`src/design/msc_pkg.sv`:
```
// ----------------------------------------------------------------------------
// msc_pkg
// Types, codes and constants of the motor speed command selector.
// ----------------------------------------------------------------------------
package msc_pkg;

  // Item kinds
  localparam logic [1:0] KindCmd    = 2'd0;
  localparam logic [1:0] KindTick   = 2'd1;
  localparam logic [1:0] KindSample = 2'd2;

  // Command characters
  localparam logic [7:0] CmdManual  = 8'h30;  // '0'
  localparam logic [7:0] CmdDist    = 8'h31;  // '1'
  localparam logic [7:0] CmdDigitLo = 8'h32;  // '2'
  localparam logic [7:0] CmdDigitHi = 8'h39;  // '9'
  localparam logic [7:0] CmdStopLo  = 8'h73;  // 's'
  localparam logic [7:0] CmdStopUp  = 8'h53;  // 'S'
  localparam logic [7:0] CmdOffLo   = 8'h78;  // 'x'
  localparam logic [7:0] CmdOffUp   = 8'h58;  // 'X'
  localparam logic [7:0] CmdOnLo    = 8'h72;  // 'r'
  localparam logic [7:0] CmdOnUp    = 8'h52;  // 'R'

  // Result causes
  localparam logic CauseStop = 1'b0;
  localparam logic CauseTick = 1'b1;

  localparam int unsigned EchoW = 15;
  localparam int unsigned PwmW  = 8;

  // distance_cm = floor(echo_us * SoundNum / SoundDen); dist >= d iff
  // echo >= ceil(d * SoundDen / SoundNum)
  localparam int unsigned SoundNum = 17;
  localparam int unsigned SoundDen = 1000;
  localparam logic [EchoW-1:0] EchoDist2   = EchoW'((2   * SoundDen + SoundNum - 1) / SoundNum);
  localparam logic [EchoW-1:0] EchoDist5   = EchoW'((5   * SoundDen + SoundNum - 1) / SoundNum);
  localparam logic [EchoW-1:0] EchoDist10  = EchoW'((10  * SoundDen + SoundNum - 1) / SoundNum);
  localparam logic [EchoW-1:0] EchoDist20  = EchoW'((20  * SoundDen + SoundNum - 1) / SoundNum);
  localparam logic [EchoW-1:0] EchoDist30  = EchoW'((30  * SoundDen + SoundNum - 1) / SoundNum);
  localparam logic [EchoW-1:0] EchoDist50  = EchoW'((50  * SoundDen + SoundNum - 1) / SoundNum);
  localparam logic [EchoW-1:0] EchoDist201 = EchoW'((201 * SoundDen + SoundNum - 1) / SoundNum);

  localparam logic [PwmW-1:0] PwmFull = 8'd255;
  localparam logic [PwmW-1:0] PwmHigh = 8'd200;
  localparam logic [PwmW-1:0] PwmMid  = 8'd150;
  localparam logic [PwmW-1:0] PwmLow  = 8'd100;
  localparam logic [PwmW-1:0] PwmMin  = 8'd50;
  localparam logic [PwmW-1:0] PwmOff  = 8'd0;

  typedef struct packed {
    logic [1:0]       kind;
    logic [7:0]       command_byte;
    logic [EchoW-1:0] echo_us;
  } msc_in_t;

  typedef struct packed {
    logic [PwmW-1:0] pwm_value;
    logic            cause;
  } msc_out_t;

  typedef struct packed {
    logic     has_result;
    msc_out_t data;
  } msc_res_t;

  // floor(digit * 255 / 9) for digits 2..9
  function automatic logic [PwmW-1:0] manual_speed_lut(logic [3:0] digit);
    logic [PwmW-1:0] v;
    case (digit)
      4'd2:    v = 8'd56;
      4'd3:    v = 8'd85;
      4'd4:    v = 8'd113;
      4'd5:    v = 8'd141;
      4'd6:    v = 8'd170;
      4'd7:    v = 8'd198;
      4'd8:    v = 8'd226;
      4'd9:    v = 8'd255;
      default: v = 8'd0;
    endcase
    return v;
  endfunction

endpackage

```
`src/design/msc_echo_map.sv`:
```
// ----------------------------------------------------------------------------
// msc_echo_map
// Maps an echo time to a drive value through distance thresholds.
// ----------------------------------------------------------------------------
module msc_echo_map (
  input  logic [msc_pkg::EchoW-1:0] echo_us_i,
  output logic [msc_pkg::PwmW-1:0]  speed_o
);
  import msc_pkg::*;

  // thresholds are precomputed in echo time, so no divide is needed
  always_comb begin
    if (echo_us_i < EchoDist2 || echo_us_i >= EchoDist201) begin
      speed_o = PwmOff;
    end else if (echo_us_i >= EchoDist50) begin
      speed_o = PwmFull;
    end else if (echo_us_i >= EchoDist30) begin
      speed_o = PwmHigh;
    end else if (echo_us_i >= EchoDist20) begin
      speed_o = PwmMid;
    end else if (echo_us_i >= EchoDist10) begin
      speed_o = PwmLow;
    end else if (echo_us_i >= EchoDist5) begin
      speed_o = PwmMin;
    end else begin
      speed_o = PwmOff;
    end
  end

endmodule

```
`src/design/msc_ctrl.sv`:
```
// ----------------------------------------------------------------------------
// msc_ctrl
// Mode, enable and speed state, and the result decision for one item.
// ----------------------------------------------------------------------------
module msc_ctrl (
  input  logic             clk_i,
  input  logic             rst_ni,
  input  msc_pkg::msc_in_t item_i,
  input  logic             fire_i,
  output msc_pkg::msc_res_t res_o
);
  import msc_pkg::*;

  logic            mode_q, mode_d;
  logic            active_q, active_d;
  logic [PwmW-1:0] manual_q, manual_d;
  logic            sent_vld_q, sent_vld_d;
  logic [PwmW-1:0] last_q, last_d;
  logic [PwmW-1:0] echo_speed;
  logic [PwmW-1:0] cand;
  logic            tick_use;

  msc_echo_map u_echo_map (
    .echo_us_i (item_i.echo_us),
    .speed_o   (echo_speed)
  );

  always_comb begin
    mode_d     = mode_q;
    active_d   = active_q;
    manual_d   = manual_q;
    sent_vld_d = sent_vld_q;
    last_d     = last_q;
    res_o      = '0;
    cand       = mode_q ? echo_speed : manual_q;
    // distance mode only reacts to sample ticks
    tick_use   = !mode_q || (item_i.kind == KindSample);

    if (item_i.kind == KindCmd) begin
      case (item_i.command_byte)
        CmdManual: begin
          mode_d                = 1'b0;
          res_o.has_result      = 1'b1;
          res_o.data.pwm_value  = PwmOff;
          res_o.data.cause      = CauseStop;
        end
        CmdDist: begin
          mode_d = 1'b1;
        end
        CmdStopLo, CmdStopUp: begin
          manual_d              = PwmOff;
          res_o.has_result      = 1'b1;
          res_o.data.pwm_value  = PwmOff;
          res_o.data.cause      = CauseStop;
        end
        CmdOffLo, CmdOffUp: begin
          active_d              = 1'b0;
          res_o.has_result      = 1'b1;
          res_o.data.pwm_value  = PwmOff;
          res_o.data.cause      = CauseStop;
        end
        CmdOnLo, CmdOnUp: begin
          active_d = 1'b1;
        end
        default: begin
          if (!mode_q && item_i.command_byte inside {[CmdDigitLo:CmdDigitHi]}) begin
            manual_d = manual_speed_lut(item_i.command_byte[3:0]);
          end
        end
      endcase
    end else if ((item_i.kind == KindTick || item_i.kind == KindSample) && active_q) begin
      if (tick_use && (!sent_vld_q || cand != last_q)) begin
        last_d               = cand;
        sent_vld_d           = 1'b1;
        res_o.has_result     = 1'b1;
        res_o.data.pwm_value = cand;
        res_o.data.cause     = CauseTick;
      end
    end
  end

  always_ff @(posedge clk_i or negedge rst_ni) begin
    if (!rst_ni) begin
      mode_q     <= 1'b0;
      active_q   <= 1'b1;
      manual_q   <= '0;
      sent_vld_q <= 1'b0;
      last_q     <= '0;
    end else if (fire_i) begin
      mode_q     <= mode_d;
      active_q   <= active_d;
      manual_q   <= manual_d;
      sent_vld_q <= sent_vld_d;
      last_q     <= last_d;
    end
  end

endmodule

```
`src/design/motor_speed_command_selector.sv`:
```
// ----------------------------------------------------------------------------
// motor_speed_command_selector
// Turns command bytes and control ticks into motor drive values.
// ----------------------------------------------------------------------------
// Input channel (in_valid_i/in_ready_o/in_data_i) carries one command byte or
// tick per beat. Output channel (out_valid_o/out_ready_o/out_data_o) carries
// a drive value and its cause; an item gives zero or one output beat.
// An accepted beat sits in the input register until it advances, is decoded
// against the mode/speed state, and any result lands in the output register.
// Throughput is one item per cycle while no result meets a stalled output,
// set by the single decode step between the input and output registers.
// Reset empties both registers and returns to manual mode, enabled, manual
// speed 0, nothing sent. When the receiver stalls, the output register holds
// its beat; items that produce no result still drain past it, and the input
// side stalls only when an item with a result meets a full, stalled output.
// ----------------------------------------------------------------------------
module motor_speed_command_selector (
  input  logic              clk_i,
  input  logic              rst_ni,
  input  logic              in_valid_i,
  output logic              in_ready_o,
  input  msc_pkg::msc_in_t  in_data_i,
  output logic              out_valid_o,
  input  logic              out_ready_i,
  output msc_pkg::msc_out_t out_data_o
);
  import msc_pkg::*;

  logic     in_valid_q;
  msc_in_t  in_data_q;
  logic     out_valid_q;
  msc_out_t out_data_q;
  msc_res_t res;
  logic     advance;

  // an item without a result never waits on the output register
  assign advance    = in_valid_q && (!res.has_result || !out_valid_q || out_ready_i);
  assign in_ready_o = !in_valid_q || advance;

  msc_ctrl u_ctrl (
    .clk_i  (clk_i),
    .rst_ni (rst_ni),
    .item_i (in_data_q),
    .fire_i (advance),
    .res_o  (res)
  );

  always_ff @(posedge clk_i or negedge rst_ni) begin
    if (!rst_ni) begin
      in_valid_q  <= 1'b0;
      out_valid_q <= 1'b0;
    end else begin
      if (in_ready_o) begin
        in_valid_q <= in_valid_i;
      end
      if (advance && res.has_result) begin
        out_valid_q <= 1'b1;
      end else if (out_ready_i) begin
        out_valid_q <= 1'b0;
      end
    end
  end

  always_ff @(posedge clk_i) begin
    if (in_ready_o && in_valid_i) begin
      in_data_q <= in_data_i;
    end
    if (advance && res.has_result) begin
      out_data_q <= res.data;
    end
  end

  assign out_valid_o = out_valid_q;
  assign out_data_o  = out_data_q;

endmodule

```
`config.mk`:
```
export PLATFORM = sky130hd
export DESIGN_NAME = motor_speed_command_selector
export DESIGN_NICKNAME = d
export VERILOG_FILES = /design/src/design/msc_pkg.sv /design/src/design/msc_echo_map.sv /design/src/design/msc_ctrl.sv /design/src/design/motor_speed_command_selector.sv
export SDC_FILE = /design/constraint.sdc
export NUM_CORES = 1
export LEC_CHECK = 0
export BUFFER_PORTS_ARGS = -buffer_cell sky130_fd_sc_hd__buf_2
export CAP_MARGIN = 20
export CORE_AREA = 2 2 91 93
export DETAILED_ROUTE_END_ITERATION = 16
export DIE_AREA = 0 0 93 95
export MAX_ROUTING_LAYER = met4
export PLACE_DENSITY = 0.63
export SYNTH_ARGS = -nofsm -noshare
export SYNTH_HDL_FRONTEND = slang
export SYNTH_SLANG_ARGS = --single-unit
```
`constraint.sdc`:
```
create_clock -name clk_i -period 5.07 [get_ports clk_i]
set_input_delay 0.2535 -clock clk_i [delete_from_list [all_inputs] [get_ports clk_i]]
set_output_delay 0.2535 -clock clk_i [all_outputs]
set_load 0.1 [all_outputs]
```
==> flow_metrics.py <==
metrics = {
    "pwr": {
        "vdd.ir_drop.worst_uv": 164,
        "p_leak_nw": 1.56,
        "power_density_nw_per_um2": 279,
    },
    "layout": {
        "regArea_um2": 1710,
        "drive_gt1_share_pct": 18.7,
        "syn2layout_area_growth_pct": 13.3,
        "fin_util_pct": 50.4,
        "multi_input_area_um2": 1660,
        "antenna_cells": 0,
        "fillerInstances": 740,
        "num-nets-final": 421,
    },
    "placed_design": {
        "port_buffers": 39,
        "gp_routability_congestion": 0.964,
        "post-dp-hpwl_um": 5820,
    },
    "floorplan": {
        "die-area_um2": 8840,
        "coreArea_um2": 7930,
        "die_h_um": 95,
        "start_util_pct": 44.5,
        "placement_rows": 33,
        "io_pins": 40,
        "die_x_um": 93,
    },
    "synth": {
        "ys_warn_count": 0,
        "ys_seq_elements": 63,
        "async_flop_share_pct": 33.3,
        "syn_area_per_cell_um2": 10.3,
        "synth-edff-count": 34,
        "syn-cell-area_um2": 3530,
        "synth_ff_type": "edfxtp_1",
        "yosysUniqueCellTypes": 72,
        "synth_cells": 343,
        "seq_area_frac_synth_pct": 48.4,
        "postSynthNetCount": 378,
    },
    "sta": {
        "slew_headroom_pct": 39.8,
        "clock.fmax_mhz": 233,
        "setup_violations": 0,
        "skew_ps": 8.33,
        "fin_crit_ps": 4290,
        "drv_slew": 0,
        "rsz0062_at_grt": "no",
        "min_period_over_period_pct": 84.6,
        "worst_pin_slew_ps": 902,
        "finalSetupTns_ps": 0,
        "hold_viol": 0,
    },
    "outcome": {
        "status": "complete, no violations",
    },
    "cts": {
        "clock_latency_ps": 340,
        "clk_pin_slew_ps": 80,
        "cts_hold_buf": 1,
        "clk_path_buf_depth": 2,
        "post_cts_buffers": 0,
        "htree_levels": 3,
        "cts_made_buffers": 9,
        "cts_root_buf": "clkbuf_8",
        "cts_tree": "done",
        "clkSinkCount": 63,
        "ctsResizeCount": 0,
    },
    "routing": {
        "wl_per_cell_um": 16.0,
        "via_per_inst": 5.63,
        "routed_wl_um": 7940,
        "firstDrtPassIters": 4,
        "drt_iter0_markers": 183,
        "via_count": 2792,
        "drc": 0,
        "ant_nets": 0,
    },
    "worst_setup_path": {
        "crit_end": "in_ready_o",
        "cp-start-kind": "flop",
        "worstSetupPathType": "flop to primary output",
        "r2r-start": "in_data_q[12]$_DFFE_PP_",
        "worstPathMaxFanout": 11,
        "r2r_slack_ps": 830,
        "cp-startpoint": "in_data_q[12]$_DFFE_PP_",
        "crit_arrival_ps": 4040,
        "end_kind": "primary output",
        "worst_ep_required_time_ps": 4820,
        "worst-r2r-cell-count": 15,
    },
    "global_route": {
        "grt_overflow": 0,
        "grt_pass1_vias": 2748,
        "track_usage_pct": 20.3,
        "grt_pass1_wl_um": 13400,
        "antenna_found_initial": 0,
        "grt_max_degree": 26,
    },
    "run": {
        "cap_violations": 0,
    },
    "hold_path": {
        "hp-class": "input port to flop",
    },
}
[worst max-delay path: stages, from the launching register on]
cell	delay (ps)
edfxtp_1	460
nor4_1	460
o211ai_1	280
nand3_1	360
o311ai_1	170
a2111oi_4	330
o2111ai_2	240
nor3_2	240
or2_1	470
a21oi_1	170
inv_1	90
buf_2	420
[metrics by stage]
| step | std cells | setup WS, ps | cell area (um^2) | power, mW | hold WS, ps |
|---|---|---|---|---|---|
| floorplan | 343 | 1400 | 3530 | 0.696 | -42.1 |
| global placement | 479 | 990 | 3810 | 0.738 | 258 |
| detailed placement | 479 | 932 | 3810 | 0.740 | 258 |
| CTS | 496 | 786 | 4000 | 1.13 | 65.1 |
| global route | 496 | 521 | 4000 | 1.17 | 64.3 |
| finish | 496 | 778 | 4000 | 1.12 | 82.9 |
[cells in the final DEF (no fill, tap or decap), types with 6 or more instances in the layout]
cell type and count:
nand3_1 7, mux2i_1 18, clkbuf_8 9, nor3_1 8, nand4_1 7, o21ai_0 13
dfxtp_1 8, xnor2_1 6, dfrtp_1 20, ha_1 6, edfxtp_1 34, inv_1 27
a21oi_1 20, nand2b_1 8, nor2_1 21, buf_2 39, nand2_1 33
[area by class of cell]
class                           count  share of cell area [%]
Sequential cell                    63                    42.7
Timing Repair Buffer               41                    5.32
Inverter                           29                    2.72
Clock inverter                      7                    1.25
Multi-Input combinational cell    242                    41.6
Clock buffer                        9                    3.10
Tap cell                          105                    3.29
[worst min path at each step]
stage | startpoint | to | slack (ps) | cells after the start
floorplan | rst_ni | in_valid_q$_DFFE_PN0P_ | -40 | 0
global placement | rst_ni | u_ctrl.last_q[5]$_DFFE_PN0P_ | 260 | 1
detailed placement | rst_ni | u_ctrl.last_q[1]$_DFFE_PN0P_ | 260 | 1
CTS | in_data_i[21] | in_data_q[21]$_DFFE_PP_ | 70 | 1
global route | in_data_i[4] | in_data_q[4]$_DFFE_PP_ | 60 | 1
finish | in_data_i[0] | in_data_q[0]$_DFFE_PP_ | 80 | 1
[logic make-up after synthesis]
logic type	share of synthesized area (%)
xor gates and xnor gates	1.49
muxes	7.03
and+or+nand+nor	16.3
AOI/OAI and AO/OA	20.2
buffers and inverters	4.44
adders and majority gates	2.13
DFF	48.4
[synthesized netlist by cell type (2+ instances only)]
library cell  count  area, um^2
nor2_1           21        78.8
o21ai_0          13        65.1
o31a_1            4        35.0
or2_1             2        12.5
buf_2             2        10.0
nand2b_1          8        50.1
mux2i_1          18         180
nor3_1            8        40.0
mux2_1            5        56.3
nand4_1           7        43.8
or4_1             2        15.0
o311ai_1          2        17.5
a22o_1            3        26.3
xnor2_1           6        52.6
and3_1            2        12.5
nor2b_1           5        31.3
o311a_1           2        20.0
a211oi_1          2        15.0
ha_1              6        75.1
o31ai_1           3        22.5
clkbuf_1          5        18.8
a31oi_1           5        31.3
a21oi_1          20         100
a22oi_1           2        15.0
inv_1            27         101
dfxtp_1           8         160
nand3_1           7        35.0
nand2_1          33         124
edfxtp_1         34        1020
or2_2             2        12.5
a21o_1            4        30.0
o21a_1            2        15.0
o21ai_1           4        20.0
nor4_1            5        31.3
o22ai_1           4        25.0
o211ai_1          5        37.5
dfrtp_1          20         500
[where the power goes]
part / internal (mW) / switching [mW] / leakage [nW]
Combinational: 0.0541 / 0.0810 / 0.882
Clock: 0.177 / 0.208 / 0.0812
Sequential: 0.569 / 0.0276 / 0.601
[metal layers]
metal  GRT usage, %  share of wire [%]  vias to the layer above
met1           25.4                 45                     1335
li1               -                  -                     1365
met3           4.07                5.3                       14
met4           6.74                1.4                        0
met5              -                  0                        -
met2           33.3                 48                       78
Note: power is estimated with default switching activity, not from simulation.
